## config.mk

```make
export PLATFORM = sky130hd
export DESIGN_NAME = deadline_ordered_request_queue
export DESIGN_NICKNAME = d
export VERILOG_FILES = /design/src/hw/rtl/dorq_pkg.sv /design/src/hw/rtl/deadline_ordered_request_queue.sv /design/src/hw/rtl/dorq_ram.sv
export SDC_FILE = /design/constraint.sdc
export NUM_CORES = 2
export LEC_CHECK = 0
export BUFFER_PORTS_ARGS = -buffer_cell sky130_fd_sc_hd__buf_4
export CORE_MARGIN = 10
export CORE_UTILIZATION = 60
export CTS_BUF_LIST = sky130_fd_sc_hd__clkbuf_4
export DETAILED_ROUTE_END_ITERATION = 10
export PLACE_DENSITY = 0.85
export SKIP_CTS_REPAIR_TIMING = 1
export SLEW_MARGIN = 40
export SYNTH_ARGS = -nofsm -noshare
export SYNTH_HDL_FRONTEND = slang
export SYNTH_HIERARCHICAL = 1
export SYNTH_SLANG_ARGS = --single-unit
export TNS_END_PERCENT = 30
```

## constraint.sdc

```tcl
create_clock -name clock -period 14.6 [get_ports clock]
set_input_delay 2.92 -clock clock [delete_from_list [all_inputs] [get_ports clock]]
set_output_delay 2.92 -clock clock [all_outputs]
set_load 0.03 [all_outputs]
```

## src/hw/rtl/dorq_pkg.sv

```systemverilog
// shared constants, codes and state type of the deadline ordered request queue
`timescale 1ns / 1ps
package dorq_pkg;

   localparam int SLOTS_DEFAULT = 16;
   localparam int MAX_RESULTS   = 16;
   localparam int K_W           = $clog2(MAX_RESULTS);
   localparam int CAP_RESET     = 10;
   localparam int CSR_IDX_W     = 1;
   localparam int CSR_DATA_W    = 5;

   localparam logic [62:0] TIME_MAX = 63'h7FFF_FFFF_FFFF_FFFF;

   localparam logic [1:0] FUNC_PEND    = 2'd0;
   localparam logic [1:0] FUNC_DELETE  = 2'd1;
   localparam logic [1:0] FUNC_SERVICE = 2'd2;

   localparam logic [2:0] ST_PENDED  = 3'd0;
   localparam logic [2:0] ST_FULL    = 3'd1;
   localparam logic [2:0] ST_DELETED = 3'd2;
   localparam logic [2:0] ST_NO_SLOT = 3'd3;
   localparam logic [2:0] ST_SERVED  = 3'd4;
   localparam logic [2:0] ST_NOT_DUE = 3'd5;
   localparam logic [2:0] ST_EMPTY   = 3'd6;

   localparam logic [CSR_IDX_W-1:0] CSR_FIFO_MODE = 1'd0;
   localparam logic [CSR_IDX_W-1:0] CSR_CAPACITY  = 1'd1;

   typedef enum logic [4:0] {
      S_IDLE,
      S_P_ORD, S_P_FT, S_P_CMP,
      S_UP_RD, S_UP_WR, S_P_PLACE,
      S_D_ORD, S_D_CMP,
      S_DN_RD, S_DN_WR,
      S_H_ORD, S_H_FT, S_H_SET,
      S_S_ORD, S_S_DAT, S_S_CAP
   } state_type;

endpackage

```

## src/hw/rtl/deadline_ordered_request_queue.sv

```systemverilog
// deadline ordered request queue: slot store, order list and service sequencer
//
// An item is a pend, delete or service command, taken when start is high and
// busy is low. Results come out on the rsp_ ports, one cycle each, marked by
// rsp_strobe; rsp_last marks the final word of a command. The receiver cannot
// stall, so results simply stream out as the sequencer produces them.
// A full queue, a delete of a free slot, an empty or not-due service answer
// in the cycle after start. In deadline order a pend walks the order memory,
// reading each entry ahead of its place and its fire time, then moves each
// entry behind its place one place back; in FIFO mode it appends at the tail.
// A delete scans the order list for the handle, shifts each entry behind it
// forward, and looks up a new head when it removed the head. A service fetches
// the head, then shifts and looks up a new head per entry served, up to 16
// per command (one in FIFO mode). The order memory's single read port paces these steps.
// Configuration writes on csr_ are always ready; write them while idle.
// Reset empties the queue, selects deadline order and sets capacity to 10;
// the slot memories keep their contents and are not cleared.
`timescale 1ns / 1ps
module deadline_ordered_request_queue #(
   parameter int SLOTS = dorq_pkg::SLOTS_DEFAULT
) (
   input  logic                            clock,
   input  logic                            reset,
   input  logic                            start,
   output logic                            busy,
   input  logic [1:0]                      req_func,
   input  logic [62:0]                     req_now,
   input  logic [31:0]                     req_delay,
   input  logic [31:0]                     req_payload,
   input  logic [31:0]                     req_tag,
   input  logic                            req_want_notify,
   input  logic [3:0]                      req_handle,
   output logic                            rsp_strobe,
   output logic [2:0]                      rsp_status,
   output logic [3:0]                      rsp_handle_res,
   output logic [31:0]                     rsp_payload_res,
   output logic [31:0]                     rsp_tag_res,
   output logic                            rsp_notify,
   output logic                            rsp_wake,
   output logic [62:0]                     rsp_next_due,
   output logic                            rsp_last,
   input  logic                            csr_valid,
   output logic                            csr_ready,
   input  logic [dorq_pkg::CSR_IDX_W-1:0]  csr_index,
   input  logic [dorq_pkg::CSR_DATA_W-1:0] csr_wdata
);
   import dorq_pkg::*;

   localparam int SW = $clog2(SLOTS);
   localparam int PW = SW + 1;
   localparam int DW = 65;

   state_type state_ff, state_in;
   logic [1:0]       op_ff, op_in;
   logic [62:0]      now_ff, now_in;
   logic [62:0]      t_ff, t_in;
   logic [SW-1:0]    slot_ff, slot_in;
   logic [PW-1:0]    pos_ff, pos_in;
   logic [PW-1:0]    idx_ff, idx_in;
   logic [K_W-1:0]   k_ff, k_in;
   logic [31:0]      pay_ff, pay_in;
   logic [31:0]      tag_ff, tag_in;
   logic             nt_ff, nt_in;
   logic             wake_ff, wake_in;
   logic [PW-1:0]    pending_ff, pending_in;
   logic [SLOTS-1:0] busy_map_ff, busy_map_in;
   logic [62:0]      head_ff, head_in;
   logic             fifo_ff;
   logic [4:0]       cap_ff;

   logic        rsp_strobe_ff, rsp_strobe_in;
   logic [2:0]  rsp_status_ff, rsp_status_in;
   logic [3:0]  rsp_handle_ff, rsp_handle_in;
   logic [31:0] rsp_pay_ff, rsp_pay_in;
   logic [31:0] rsp_tag_ff, rsp_tag_in;
   logic        rsp_nt_ff, rsp_nt_in;
   logic        rsp_wake_ff, rsp_wake_in;
   logic [62:0] rsp_due_ff, rsp_due_in;
   logic        rsp_last_ff, rsp_last_in;

   // memory ports
   logic          ord_we, ord_re, ft_we, ft_re, dat_we, dat_re;
   logic [SW-1:0] ord_waddr, ord_raddr, ft_addr_w, ft_raddr, dat_waddr, dat_raddr;
   logic [SW-1:0] ord_wdata, ord_rdata;
   logic [62:0]   ft_wdata, ft_rdata;
   logic [DW-1:0] dat_wdata, dat_rdata;

   dorq_ram #(.WIDTH(SW), .DEPTH(SLOTS)) u_order (
      .clock(clock), .we(ord_we), .waddr(ord_waddr), .wdata(ord_wdata),
      .re(ord_re), .raddr(ord_raddr), .rdata(ord_rdata)
   );
   dorq_ram #(.WIDTH(63), .DEPTH(SLOTS)) u_fire (
      .clock(clock), .we(ft_we), .waddr(ft_addr_w), .wdata(ft_wdata),
      .re(ft_re), .raddr(ft_raddr), .rdata(ft_rdata)
   );
   dorq_ram #(.WIDTH(DW), .DEPTH(SLOTS)) u_data (
      .clock(clock), .we(dat_we), .waddr(dat_waddr), .wdata(dat_wdata),
      .re(dat_re), .raddr(dat_raddr), .rdata(dat_rdata)
   );

   // lowest free slot
   logic [SW-1:0] free_idx;
   logic          free_any;
   always_comb begin
      free_idx = '0;
      free_any = 1'b0;
      for (int i = SLOTS - 1; i >= 0; i--) begin
         if (!busy_map_ff[i]) begin
            free_idx = SW'(i);
            free_any = 1'b1;
         end
      end
   end

   logic [63:0] sum;
   logic [62:0] t_new;
   logic [7:0]  cap_eff;
   logic        q_full;
   logic        h_bad;
   assign sum     = {1'b0, req_now} + {32'b0, req_delay};
   assign t_new   = sum[63] ? TIME_MAX : sum[62:0];
   assign cap_eff = (8'(cap_ff) > 8'(SLOTS)) ? 8'(SLOTS) : 8'(cap_ff);
   assign q_full  = (8'(pending_ff) >= cap_eff) || !free_any;
   assign h_bad   = ({4'b0, req_handle} >= 8'(SLOTS)) || !busy_map_ff[SW'(req_handle)];

   logic          dn_go;
   logic [PW-1:0] dn_idx;
   logic          rm_end;
   logic          emit_rm;
   logic          serve_last;

   always_comb begin
      state_in    = state_ff;
      op_in       = op_ff;
      now_in      = now_ff;
      t_in        = t_ff;
      slot_in     = slot_ff;
      pos_in      = pos_ff;
      idx_in      = idx_ff;
      k_in        = k_ff;
      pay_in      = pay_ff;
      tag_in      = tag_ff;
      nt_in       = nt_ff;
      wake_in     = wake_ff;
      pending_in  = pending_ff;
      busy_map_in = busy_map_ff;
      head_in     = head_ff;

      rsp_strobe_in = 1'b0;
      rsp_status_in = rsp_status_ff;
      rsp_handle_in = rsp_handle_ff;
      rsp_pay_in    = rsp_pay_ff;
      rsp_tag_in    = rsp_tag_ff;
      rsp_nt_in     = rsp_nt_ff;
      rsp_wake_in   = rsp_wake_ff;
      rsp_due_in    = rsp_due_ff;
      rsp_last_in   = rsp_last_ff;

      ord_we = 1'b0; ord_waddr = '0; ord_wdata = '0; ord_re = 1'b0; ord_raddr = '0;
      ft_we = 1'b0;  ft_addr_w = '0; ft_wdata = '0;  ft_re = 1'b0;  ft_raddr = '0;
      dat_we = 1'b0; dat_waddr = '0; dat_wdata = '0; dat_re = 1'b0; dat_raddr = '0;

      dn_go      = 1'b0;
      dn_idx     = idx_ff;
      rm_end     = 1'b0;
      emit_rm    = 1'b0;
      serve_last = 1'b1;

      case (state_ff)
         S_IDLE: begin
            if (start) begin
               op_in  = req_func;
               now_in = req_now;
               case (req_func)
                  FUNC_PEND: begin
                     if (q_full) begin
                        rsp_strobe_in = 1'b1;
                        rsp_status_in = ST_FULL;
                        rsp_handle_in = '0;
                        rsp_pay_in    = '0;
                        rsp_tag_in    = '0;
                        rsp_nt_in     = 1'b0;
                        rsp_wake_in   = 1'b0;
                        rsp_due_in    = head_ff;
                        rsp_last_in   = 1'b1;
                     end else begin
                        slot_in   = free_idx;
                        t_in      = t_new;
                        ft_we     = 1'b1;
                        ft_addr_w = free_idx;
                        ft_wdata  = t_new;
                        dat_we    = 1'b1;
                        dat_waddr = free_idx;
                        dat_wdata = {req_payload, req_tag, req_want_notify};
                        if (!fifo_ff && pending_ff != '0) begin
                           pos_in   = '0;
                           state_in = S_P_ORD;
                        end else begin
                           pos_in   = pending_ff;
                           state_in = S_P_PLACE;
                        end
                     end
                  end
                  FUNC_DELETE: begin
                     if (h_bad) begin
                        rsp_strobe_in = 1'b1;
                        rsp_status_in = ST_NO_SLOT;
                        rsp_handle_in = req_handle;
                        rsp_pay_in    = '0;
                        rsp_tag_in    = '0;
                        rsp_nt_in     = 1'b0;
                        rsp_wake_in   = 1'b0;
                        rsp_due_in    = head_ff;
                        rsp_last_in   = 1'b1;
                     end else if (pending_ff == '0) begin
                        // busy but not listed: just free it
                        busy_map_in[SW'(req_handle)] = 1'b0;
                        rsp_strobe_in = 1'b1;
                        rsp_status_in = ST_DELETED;
                        rsp_handle_in = req_handle;
                        rsp_pay_in    = '0;
                        rsp_tag_in    = '0;
                        rsp_nt_in     = 1'b0;
                        rsp_wake_in   = 1'b0;
                        rsp_due_in    = head_ff;
                        rsp_last_in   = 1'b1;
                     end else begin
                        slot_in  = SW'(req_handle);
                        pos_in   = '0;
                        state_in = S_D_ORD;
                     end
                  end
                  FUNC_SERVICE: begin
                     if (pending_ff == '0 || (!fifo_ff && head_ff > req_now)) begin
                        rsp_strobe_in = 1'b1;
                        rsp_status_in = (pending_ff == '0) ? ST_EMPTY : ST_NOT_DUE;
                        rsp_handle_in = '0;
                        rsp_pay_in    = '0;
                        rsp_tag_in    = '0;
                        rsp_nt_in     = 1'b0;
                        rsp_wake_in   = 1'b0;
                        rsp_due_in    = head_ff;
                        rsp_last_in   = 1'b1;
                     end else begin
                        k_in     = '0;
                        state_in = S_S_ORD;
                     end
                  end
                  default: begin
                  end
               endcase
            end
         end

         // insertion point: first entry firing later than the new one
         S_P_ORD: begin
            ord_re    = 1'b1;
            ord_raddr = pos_ff[SW-1:0];
            state_in  = S_P_FT;
         end
         S_P_FT: begin
            ft_re    = 1'b1;
            ft_raddr = ord_rdata;
            state_in = S_P_CMP;
         end
         S_P_CMP: begin
            if (ft_rdata > t_ff) begin
               idx_in   = pending_ff - 1'b1;
               state_in = S_UP_RD;
            end else if (pos_ff + 1'b1 == pending_ff) begin
               pos_in   = pending_ff;
               state_in = S_P_PLACE;
            end else begin
               pos_in   = pos_ff + 1'b1;
               state_in = S_P_ORD;
            end
         end
         S_UP_RD: begin
            ord_re    = 1'b1;
            ord_raddr = idx_ff[SW-1:0];
            state_in  = S_UP_WR;
         end
         S_UP_WR: begin
            ord_we    = 1'b1;
            ord_waddr = SW'(idx_ff + 1'b1);
            ord_wdata = ord_rdata;
            if (idx_ff == pos_ff) begin
               state_in = S_P_PLACE;
            end else begin
               idx_in   = idx_ff - 1'b1;
               state_in = S_UP_RD;
            end
         end
         S_P_PLACE: begin
            ord_we    = 1'b1;
            ord_waddr = pos_ff[SW-1:0];
            ord_wdata = slot_ff;
            pending_in = pending_ff + 1'b1;
            busy_map_in[slot_ff] = 1'b1;
            if (pos_ff == '0) begin
               head_in = t_ff;
            end
            rsp_strobe_in = 1'b1;
            rsp_status_in = ST_PENDED;
            rsp_handle_in = 4'(slot_ff);
            rsp_pay_in    = '0;
            rsp_tag_in    = '0;
            rsp_nt_in     = 1'b0;
            rsp_wake_in   = 1'b0;
            rsp_due_in    = (pos_ff == '0) ? t_ff : head_ff;
            rsp_last_in   = 1'b1;
            state_in      = S_IDLE;
         end

         // delete: find the handle in the order list
         S_D_ORD: begin
            ord_re    = 1'b1;
            ord_raddr = pos_ff[SW-1:0];
            state_in  = S_D_CMP;
         end
         S_D_CMP: begin
            if (ord_rdata == slot_ff) begin
               wake_in = !fifo_ff && (pos_ff == '0);
               dn_go   = 1'b1;
               dn_idx  = pos_ff;
            end else if (pos_ff + 1'b1 == pending_ff) begin
               busy_map_in[slot_ff] = 1'b0;
               rsp_strobe_in = 1'b1;
               rsp_status_in = ST_DELETED;
               rsp_handle_in = 4'(slot_ff);
               rsp_pay_in    = '0;
               rsp_tag_in    = '0;
               rsp_nt_in     = 1'b0;
               rsp_wake_in   = 1'b0;
               rsp_due_in    = head_ff;
               rsp_last_in   = 1'b1;
               state_in      = S_IDLE;
            end else begin
               pos_in   = pos_ff + 1'b1;
               state_in = S_D_ORD;
            end
         end

         // close the gap behind the removed position
         S_DN_RD: begin
            ord_re    = 1'b1;
            ord_raddr = SW'(idx_ff + 1'b1);
            state_in  = S_DN_WR;
         end
         S_DN_WR: begin
            ord_we    = 1'b1;
            ord_waddr = idx_ff[SW-1:0];
            ord_wdata = ord_rdata;
            dn_go     = 1'b1;
            dn_idx    = idx_ff + 1'b1;
         end

         // new head lookup
         S_H_ORD: begin
            ord_re    = 1'b1;
            ord_raddr = '0;
            state_in  = S_H_FT;
         end
         S_H_FT: begin
            ft_re    = 1'b1;
            ft_raddr = ord_rdata;
            state_in = S_H_SET;
         end
         S_H_SET: begin
            head_in = ft_rdata;
            emit_rm = 1'b1;
         end

         // service: fetch head entry
         S_S_ORD: begin
            ord_re    = 1'b1;
            ord_raddr = '0;
            state_in  = S_S_DAT;
         end
         S_S_DAT: begin
            dat_re    = 1'b1;
            dat_raddr = ord_rdata;
            slot_in   = ord_rdata;
            state_in  = S_S_CAP;
         end
         S_S_CAP: begin
            pay_in  = dat_rdata[64:33];
            tag_in  = dat_rdata[32:1];
            nt_in   = dat_rdata[0];
            wake_in = 1'b0;
            pos_in  = '0;
            dn_go   = 1'b1;
            dn_idx  = '0;
         end

         default: begin
            state_in = S_IDLE;
         end
      endcase

      if (dn_go) begin
         idx_in = dn_idx;
         if (dn_idx + 1'b1 < pending_ff) begin
            state_in = S_DN_RD;
         end else begin
            rm_end = 1'b1;
         end
      end

      // removal can finish in the cycle that found the entry
      if (rm_end) begin
         pending_in = pending_ff - 1'b1;
         busy_map_in[slot_ff] = 1'b0;
         if (pos_in == '0) begin
            if (pending_ff == PW'(1)) begin
               head_in = TIME_MAX;
               emit_rm = 1'b1;
            end else begin
               state_in = S_H_ORD;
            end
         end else begin
            emit_rm = 1'b1;
         end
      end

      if (emit_rm) begin
         rsp_strobe_in = 1'b1;
         rsp_handle_in = 4'(slot_ff);
         rsp_due_in    = head_in;
         if (op_ff == FUNC_SERVICE) begin
            serve_last = fifo_ff || (pending_in == '0) ||
                         (k_ff == K_W'(MAX_RESULTS - 1)) || (head_in > now_ff);
            rsp_status_in = ST_SERVED;
            rsp_pay_in    = pay_in;
            rsp_tag_in    = tag_in;
            rsp_nt_in     = nt_in;
            rsp_wake_in   = 1'b0;
            rsp_last_in   = serve_last;
            if (serve_last) begin
               state_in = S_IDLE;
            end else begin
               k_in     = k_ff + 1'b1;
               state_in = S_S_ORD;
            end
         end else begin
            rsp_status_in = ST_DELETED;
            rsp_pay_in    = '0;
            rsp_tag_in    = '0;
            rsp_nt_in     = 1'b0;
            rsp_wake_in   = wake_in;
            rsp_last_in   = 1'b1;
            state_in      = S_IDLE;
         end
      end
   end

   always_ff @(posedge clock) begin
      if (reset) begin
         state_ff      <= S_IDLE;
         pending_ff    <= '0;
         busy_map_ff   <= '0;
         head_ff       <= TIME_MAX;
         rsp_strobe_ff <= 1'b0;
         fifo_ff       <= 1'b0;
         cap_ff        <= 5'(CAP_RESET);
      end else begin
         state_ff      <= state_in;
         pending_ff    <= pending_in;
         busy_map_ff   <= busy_map_in;
         head_ff       <= head_in;
         rsp_strobe_ff <= rsp_strobe_in;
         if (csr_valid) begin
            case (csr_index)
               CSR_FIFO_MODE: fifo_ff <= csr_wdata[0];
               CSR_CAPACITY:  cap_ff  <= csr_wdata[4:0];
               default: begin
               end
            endcase
         end
      end
   end

   always_ff @(posedge clock) begin
      op_ff         <= op_in;
      now_ff        <= now_in;
      t_ff          <= t_in;
      slot_ff       <= slot_in;
      pos_ff        <= pos_in;
      idx_ff        <= idx_in;
      k_ff          <= k_in;
      pay_ff        <= pay_in;
      tag_ff        <= tag_in;
      nt_ff         <= nt_in;
      wake_ff       <= wake_in;
      rsp_status_ff <= rsp_status_in;
      rsp_handle_ff <= rsp_handle_in;
      rsp_pay_ff    <= rsp_pay_in;
      rsp_tag_ff    <= rsp_tag_in;
      rsp_nt_ff     <= rsp_nt_in;
      rsp_wake_ff   <= rsp_wake_in;
      rsp_due_ff    <= rsp_due_in;
      rsp_last_ff   <= rsp_last_in;
   end

   assign busy            = (state_ff != S_IDLE);
   assign csr_ready       = 1'b1;
   assign rsp_strobe      = rsp_strobe_ff;
   assign rsp_status      = rsp_status_ff;
   assign rsp_handle_res  = rsp_handle_ff;
   assign rsp_payload_res = rsp_pay_ff;
   assign rsp_tag_res     = rsp_tag_ff;
   assign rsp_notify      = rsp_nt_ff;
   assign rsp_wake        = rsp_wake_ff;
   assign rsp_next_due    = rsp_due_ff;
   assign rsp_last        = rsp_last_ff;

endmodule

```

## src/hw/rtl/dorq_ram.sv

```systemverilog
// generic single write port, single read port ram with registered read data
`timescale 1ns / 1ps
module dorq_ram #(
   parameter int WIDTH = 8,
   parameter int DEPTH = 16
) (
   input  logic                     clock,
   input  logic                     we,
   input  logic [$clog2(DEPTH)-1:0] waddr,
   input  logic [WIDTH-1:0]         wdata,
   input  logic                     re,
   input  logic [$clog2(DEPTH)-1:0] raddr,
   output logic [WIDTH-1:0]         rdata
);

   logic [WIDTH-1:0] mem_ff [DEPTH];
   logic [WIDTH-1:0] rdata_ff;

   always_ff @(posedge clock) begin
      if (we) begin
         mem_ff[waddr] <= wdata;
      end
      if (re) begin
         rdata_ff <= mem_ff[raddr];
      end
   end

   assign rdata = rdata_ff;

endmodule
```

After elaboration in Yosys (flattened, before gate mapping)
Memories as Yosys holds them, arrays and structs flattened. A register that Yosys moved wholly into a read port is not among the register bits.
Index checks and enable logic that the tools add are counted.
{"block": "totals", "reg_bits": 445, "mem_bits_rw": 2112, "input_bits": 176, "out_inout_bits": 140, "memories": 3}
{"name": "u_data.mem_ff", "depth": 16, "width": 65, "read_ports": 1, "rd_ports_with_merged_regs": 1, "write_ports": 1, "line_no": "dorq_ram.sv:16", "source": "logic [WIDTH-1:0] mem_ff [DEPTH];"}
{"name": "u_fire.mem_ff", "depth": 16, "width": 63, "read_ports": 1, "rd_ports_with_merged_regs": 1, "write_ports": 1, "line_no": "dorq_ram.sv:16"}
{"name": "u_order.mem_ff", "depth": 16, "width": 4, "read_ports": 1, "rd_ports_with_merged_regs": 1, "write_ports": 1, "line_no": "dorq_ram.sv:16"}
{"block": "classes", "n_addsub": 8, "n_lt_le_gt_ge": 10, "n_eq_ne": 38, "n_mux": 227, "bitwise": 8, "reduce_logical": 37}
{"operator": "$mux 63", "count": 17}
{"operator": "$mux 32", "count": 13}
{"operator": "$pmux 63 s3", "count": 2}
{"operator": "$mux 65", "count": 4}
{"operator": "$pmux 32 s3", "count": 2}
{"operator": "$gt 63x63->1", "count": 3}
{"operator": "$mux 4", "count": 42}
{"operator": "$mux 5", "count": 29}
{"operator": "$pmux 63 s2", "count": 1}
{"operator": "$mux 16", "count": 7}
{"operator": "$pmux 5 s14", "count": 1}
{"operator": "$mux 1", "count": 68}
{"operator": "$add 63x32->64", "count": 1}
{"operator": "$and 16x16->16", "count": 3}
{"operator": "$pmux 16 s3", "count": 1}
{"operator": "$pmux 4 s3", "count": 4}
{"operator": "$eq 5x4->1 const B", "count": 8}
{"operator": "$mux 3", "count": 13}
{"operator": "$not 16->16", "count": 2}
{"operator": "$pmux 5 s3", "count": 2}
{"operator": "$logic_not 5->1", "count": 5}
{"operator": "$ne 3x3->1 const B", "count": 8}
{"operator": "$pmux 4 s2", "count": 3}
{"operator": "$add 5x1->5 const B", "count": 4}
{"operator": "47 further kinds", "count": 85}

Depth between registers and ports, before layout
{"block": "logic_depth", "depth_word": 30, "ltp_mapped": 36}

Cells and area by module
Netlist, hierarchy kept.
{"module": "dorq_ram (u_data)", "n_inst": 1, "cells_each": 1673, "area_per_inst_um2": 40890.5, "seq_area_each_um2": 33181.8}
{"module": "dorq_ram (u_fire)", "n_inst": 1, "cells_each": 1622, "area_per_inst_um2": 39620.5, "seq_area_each_um2": 32160.8}
{"module": "deadline_ordered_request_queue", "n_inst": 1, "cells_each": 3040, "area_per_inst_um2": 27254.9, "seq_area_each_um2": 11651.2}
{"module": "dorq_ram (u_order)", "n_inst": 1, "cells_each": 130, "area_per_inst_um2": 2706.3, "seq_area_each_um2": 2042.0}

Worst setup path after synthesis
No wires, ideal clock.
{"block": "synth_timing", "path_kind": "input-to-reg", "startpoint": "input port req_func[0]", "endpoint": "memory u_data/mem_ff[0][0] in the netlist's numbering (enable)", "setup_time_ns": 0.568, "t_arrival_ns": 9.194, "slack_ns": 4.838, "stages": 10, "path_buffers": 3, "cell_sequence": "inv_1 -> ha_1 -> clkbuf_1 -> nand2_1 -> or3_1 -> clkbuf_1 -> buf_1 -> inv_1 -> or3b_1 -> nor3_1"}
{"block": "synth_via", "elab_chain_cells": 6}
{"element": "start, declared", "line_no": "deadline_ordered_request_queue.sv:26", "source": "input logic [1:0] req_func,"}
{"element": "$logic_not 2->1", "line_no": "deadline_ordered_request_queue.sv:174", "source": "case (req_func)"}
{"element": "$mux 1", "line_no": "deadline_ordered_request_queue.sv:174"}
{"element": "$mux 1", "line_no": "deadline_ordered_request_queue.sv:171", "source": "if (start) begin"}
{"element": "$mux 1", "line_no": "deadline_ordered_request_queue.sv:169", "source": "case (state_ff)"}
{"element": "net dat_we", "line_no": "deadline_ordered_request_queue.sv:82", "source": "logic ord_we, ord_re, ft_we, ft_re, dat_we, dat_re;"}
{"element": "$mux 1", "line_no": "dorq_ram.sv:20", "source": "if (we) begin"}
{"element": "$mux 1 (not written as such)", "line_no": "dorq_ram.sv:21", "source": "mem_ff[waddr] <= wdata;"}
{"element": "end, declared", "line_no": "dorq_ram.sv:16"}
The timed path passes the listed nets, and every way through them passes these cells.

Worst setup path after layout
{"block": "layout_timing", "startpoint": "register state_ff[0]", "endpoint": "register k_ff[0]"}
{"element": "start, declared", "line_no": "deadline_ordered_request_queue.sv:53", "source": "state_type state_ff, state_in;"}
{"element": "start signal, assigned", "line_no": "deadline_ordered_request_queue.sv:467", "source": "state_ff <= state_in;"}
{"element": "$eq 5x5->1 or $eq 5x4->1 (tied branches)", "line_no": "deadline_ordered_request_queue.sv:169"}
{"element": "$pmux 5 s3", "line_no": "deadline_ordered_request_queue.sv:169"}
{"element": "$add 5x1->5", "line_no": "deadline_ordered_request_queue.sv:403", "source": "if (dn_idx + 1'b1 < pending_ff) begin"}
{"element": "$lt 5x5->1", "line_no": "deadline_ordered_request_queue.sv:403"}
{"element": "$mux 1", "line_no": "deadline_ordered_request_queue.sv:403"}
{"element": "$mux 1", "line_no": "deadline_ordered_request_queue.sv:401", "source": "if (dn_go) begin"}
{"element": "$mux 63 *", "line_no": "deadline_ordered_request_queue.sv:411", "source": "if (rm_end) begin"}
{"element": "net head_in[32]", "line_no": "deadline_ordered_request_queue.sv:67", "source": "logic [62:0] head_ff, head_in;"}
{"element": "$gt 63x63->1 *", "line_no": "deadline_ordered_request_queue.sv:432", "source": "(k_ff == K_W'(MAX_RESULTS - 1)) || (head_in > now_ff);"}
{"element": "$logic_or 1x1->1 *", "line_no": "deadline_ordered_request_queue.sv:432"}
{"element": "$mux 4 *", "line_no": "deadline_ordered_request_queue.sv:439", "source": "if (serve_last) begin"}
{"element": "$mux 4 *", "line_no": "deadline_ordered_request_queue.sv:430", "source": "if (op_ff == FUNC_SERVICE) begin"}
{"element": "$mux 4 *", "line_no": "deadline_ordered_request_queue.sv:426", "source": "if (emit_rm) begin"}
{"element": "net k_in[0]", "line_no": "deadline_ordered_request_queue.sv:60", "source": "logic [K_W-1:0] k_ff, k_in;"}
{"element": "end signal, assigned", "line_no": "deadline_ordered_request_queue.sv:490", "source": "k_ff <= k_in;"}
{"element": "end, declared", "line_no": "deadline_ordered_request_queue.sv:60"}
Mark *: on every way through the listed nets, which the timed path passes. The rest lies on a longest branch.
A chain may end at the register's enable or synchronous reset.

==> reports/summary.txt <==
==============================================================================
Endpoint of the worst-slack reg-to-reg timing path                     k_ff[0]
CTS HTree Levels                                                             6
Routed WL                                                               321 mm
Via count                                                                68.4k
Area of the mapped netlist                                          0.110 mm^2
Areal power density over the cells                                 140 mW/mm^2
DIE AREA                                                            0.202 mm^2
Internal reg-to-reg setup slack                                        5930 ps
Sequential-to-total area share from yosys stat                           71.5%
Setup TNS                                                                 0 ps
Met2 track utilization from global routing                               51.2%
Gr busiest metal                                                          met2
Critical Path RT                                                      15910 ps
Commonest register cell after synthesis                               edfxtp_1
Number of DRC markers in iteration 0                                      9419
Maximum buffer depth of the clock tree                                       4
Core area                                                           0.183 mm^2
Synthesized net count                                                     6886
Number of detailed-routing iterations run before antenna repair              6
M1 GR Usage                                                              37.0%
DRC violations left                                                          0
Final clock skew                                                        115 ps
Cell type contributing the most total cell area after synthesis       edfxtp_1
Reported max-cap violation count                                             0
Post-synth top area share                                                68.4%
Number of enable-type register cells in the synthesized netlist           2518
Worst setup slack after placement                                      4810 ps
Stages on worst setup path                                                  31
Setup crit start kind                                                flip-flop
GRT Util Overall                                                         31.3%
CTS root buffer                                                       clkbuf_4
Min-Delay Path Class                                                   reg2reg
Gpl congestion                                                           0.913
Number of storage elements in the synthesis netlist                       2689
Most frequent cells in the layout                                 edfxtp_1 (2518), clkbuf_4 (976), nand2_1 (705)
Number of global-route vias before repair                                70.0k
Synthesis-to-finish area growth                                          13.4%
Most common cell after layout, fill and taps aside                    edfxtp_1
Final WS setup                                                         5930 ps
Clock latency on the worst-skew pair                                   1460 ps
Leakage dissipation                                                    43.9 nW
Number of clock buffers inserted by TritonCTS                              657
Critical path capture point type                                     flip-flop
Critical Path Source                                               state_ff[0]
First-pass GRT wire length                                              467 mm
Seq. cell area                                                     0.0790 mm^2
Worst-case reg-to-reg path depth                                            31
Initial antenna violation count                                             13
Hold-critical path depth                                                     2
Worst voltage drop across the vdd grid                                0.122 mV
Type of the worst setup path                                           reg2reg
Combined buffer and inverter count along the critical path                   4
Overflow left after global routing                                           0
Worst path arrival time                                                9990 ps
Max Fclk                                                               115 MHz
Effective utilization at floorplan                                       60.3%
Max-slew headroom at the worst pin                                       35.0%
Outcome                                                           finished, final reports clean
Num Clock Sinks                                                           2689
Antenna Violating Nets Remaining                                             0
Area used by multi-input combinational logic                       0.0296 mm^2
CP Capture Point                                                       k_ff[0]
Synthesized area per cell                                            17.1 um^2
Netlist cell types                                                          91
Async set-reset flop share out of synthesis                                 0%
Fillers                                                                  10.9k
Startpoint of the lowest-slack register-to-register path           state_ff[0]
Maximum cell stage delay along the critical path                        860 ps
Family with the most delay on the worst path                      compound AO/OA/AOI/OAI gates
Worst-path clk slew                                                      80 ps
Half-perimeter wire length after placement                              184 mm
Final period util                                                        59.4%
Worst-path fanout max                                                       67
Width of the die                                                        449 um
Nets                                                                      7686
Setup repair after global routing missed its margin                         no
Slowest library cell on the worst path                                 dfxtp_1
Maximum number of pins on one net before global-route repair                86
Cell count after synthesis                                                6465
Per-cell via count in the routed design                                   6.68
Met3 usage                                                               7.45%
TritonCTS clock tree                                                      done
Die Height                                                              449 um
Top-Level Pins                                                             316
Count of input and output buffers                                          314
Mean routed wirelength per cell                                        31.4 um
Pins over their slew limit                                                   0
Largest cells by area after synthesis                             edfxtp_1 (68%), mux4_2 (10%), dfxtp_1 (3.1%), ha_1 (2.8%), nand2_1 (2.4%)
Shortest period the worst path allows                                  8670 ps
Std-Cell Rows                                                              157
Syn. warnings                                                                6
Final-report hold violation count                                            0
Setup-violating endpoint count in the final report                           0
Transition at the pin with the smallest max-transition slack            975 ps
Share of layout cells above drive strength 1                             27.9%
==============================================================================
[worst min-delay path by stage]
| stage | startpoint | end | slack [ps] |
|---|---|---|---|
| after global routing | pay_ff[27] | pay_ff[27] | 460 |
| after global placement | tag_ff[23] | tag_ff[23] | 420 |
| final | pay_ff[27] | pay_ff[27] | 450 |
| after CTS | u_data/rdata[26] | tag_ff[25] | 430 |
| after detailed placement | pay_ff[25] | pay_ff[25] | 430 |
| after floorplan | pay_ff[0] | pay_ff[0] | 410 |
[routing by layer]
metal / vias to the layer above / share of wire (%)
li1: 27700 / -
met3: 1329 / 12
met5: - / 0.027
met2: 5710 / 49
met4: 12 / 7.9
met1: 33700 / 31
[cells in the mapped netlist, drive strengths merged (57+ instances only)]
cell type,count
edfxtp,2518
a21oi,270
mux4,534
nand3,69
o21ai,110
nor2,159
a22oi,266
nand2,707
nor3,60
and2,95
dfxtp,171
a21o,72
and3,87
a22o,66
inv,236
clkbuf,214
buf,113
nand4,57
ha,244
[flip-flops by register name, summed over array words and instances (netlist names), 5 cells and up]
register         count
u_data/mem_ff     1040
u_fire/mem_ff     1008
u_data/rdata        65
u_order/mem_ff      64
head_ff             63
now_ff              63
rsp_next_due        63
t_ff                63
u_fire/rdata        63
pay_ff              32
rsp_payload_res     32
rsp_tag_res         32
tag_ff              32
busy_map_ff         16
cap_ff               5
idx_ff               5
pending_ff           5
pos_ff               5
state_ff             5
[kinds of logic after synthesis]
logic type / share of synthesized area (%)
buffers and inverters: 2.29
multiplexers: 11.1
adder cells (fa/ha/maj): 2.78
AND/OR/NAND/NOR: 5.74
XOR/XNOR: 0.591
AO/OA/AOI/OAI: 5.98
flip-flops: 71.5
other: 0.00339
[worst reg2reg max path, delay by kind of cell (launching register included)]
family          cells  cell delay (ps)
compound gates     13             3400
mux                 1              140
simple gates        9             1770
buf+inv             4             1490
fa+ha+maj           3              740
xor+xnor            1              150
flops               1              860
[layout make-up]
cell class | count | share of cell area (%)
clock buffer | 976 | 5.85
inverter | 238 | 0.719
timing repair buffer | 468 | 3.38
tap | 2464 | 2.46
multi-input combinational | 3211 | 23.6
sequential | 2689 | 63.1
antenna | 11 | 0.0220
clock inverter | 183 | 0.871
[stage by stage]
| step | hold slack [ps] | cell area [um^2] | util (%) | power (W) | std cells |
|---|---|---|---|---|---|
| 2_1_floorplan | 411 | 110000 | - | 0.0105 | 6465 |
| 3_3_place_gp | 421 | 116000 | 63.1 | 0.0112 | 9032 |
| 3_5_place_dp | 428 | 116000 | 63.6 | 0.0113 | 9062 |
| 4_1_cts | 429 | 125000 | 68.2 | 0.0176 | 10200 |
| 5_1_grt | 464 | 125000 | 68.4 | 0.0182 | 10200 |
| 6_report | 448 | 125000 | 68.4 | 0.0176 | 10200 |
[where the power goes]
group / total, W / leakage (nW) / internal (W) / switching, W
Combinational: 0.00232 / 13.8 / 0.000847 / 0.00147
Sequential: 0.00889 / 25.1 / 0.00874 / 0.000155
Clock: 0.00637 / 5.02 / 0.00331 / 0.00307
Total: 0.0176 / 43.9 / 0.0129 / 0.00470
Power figures use the tool's default switching activity.
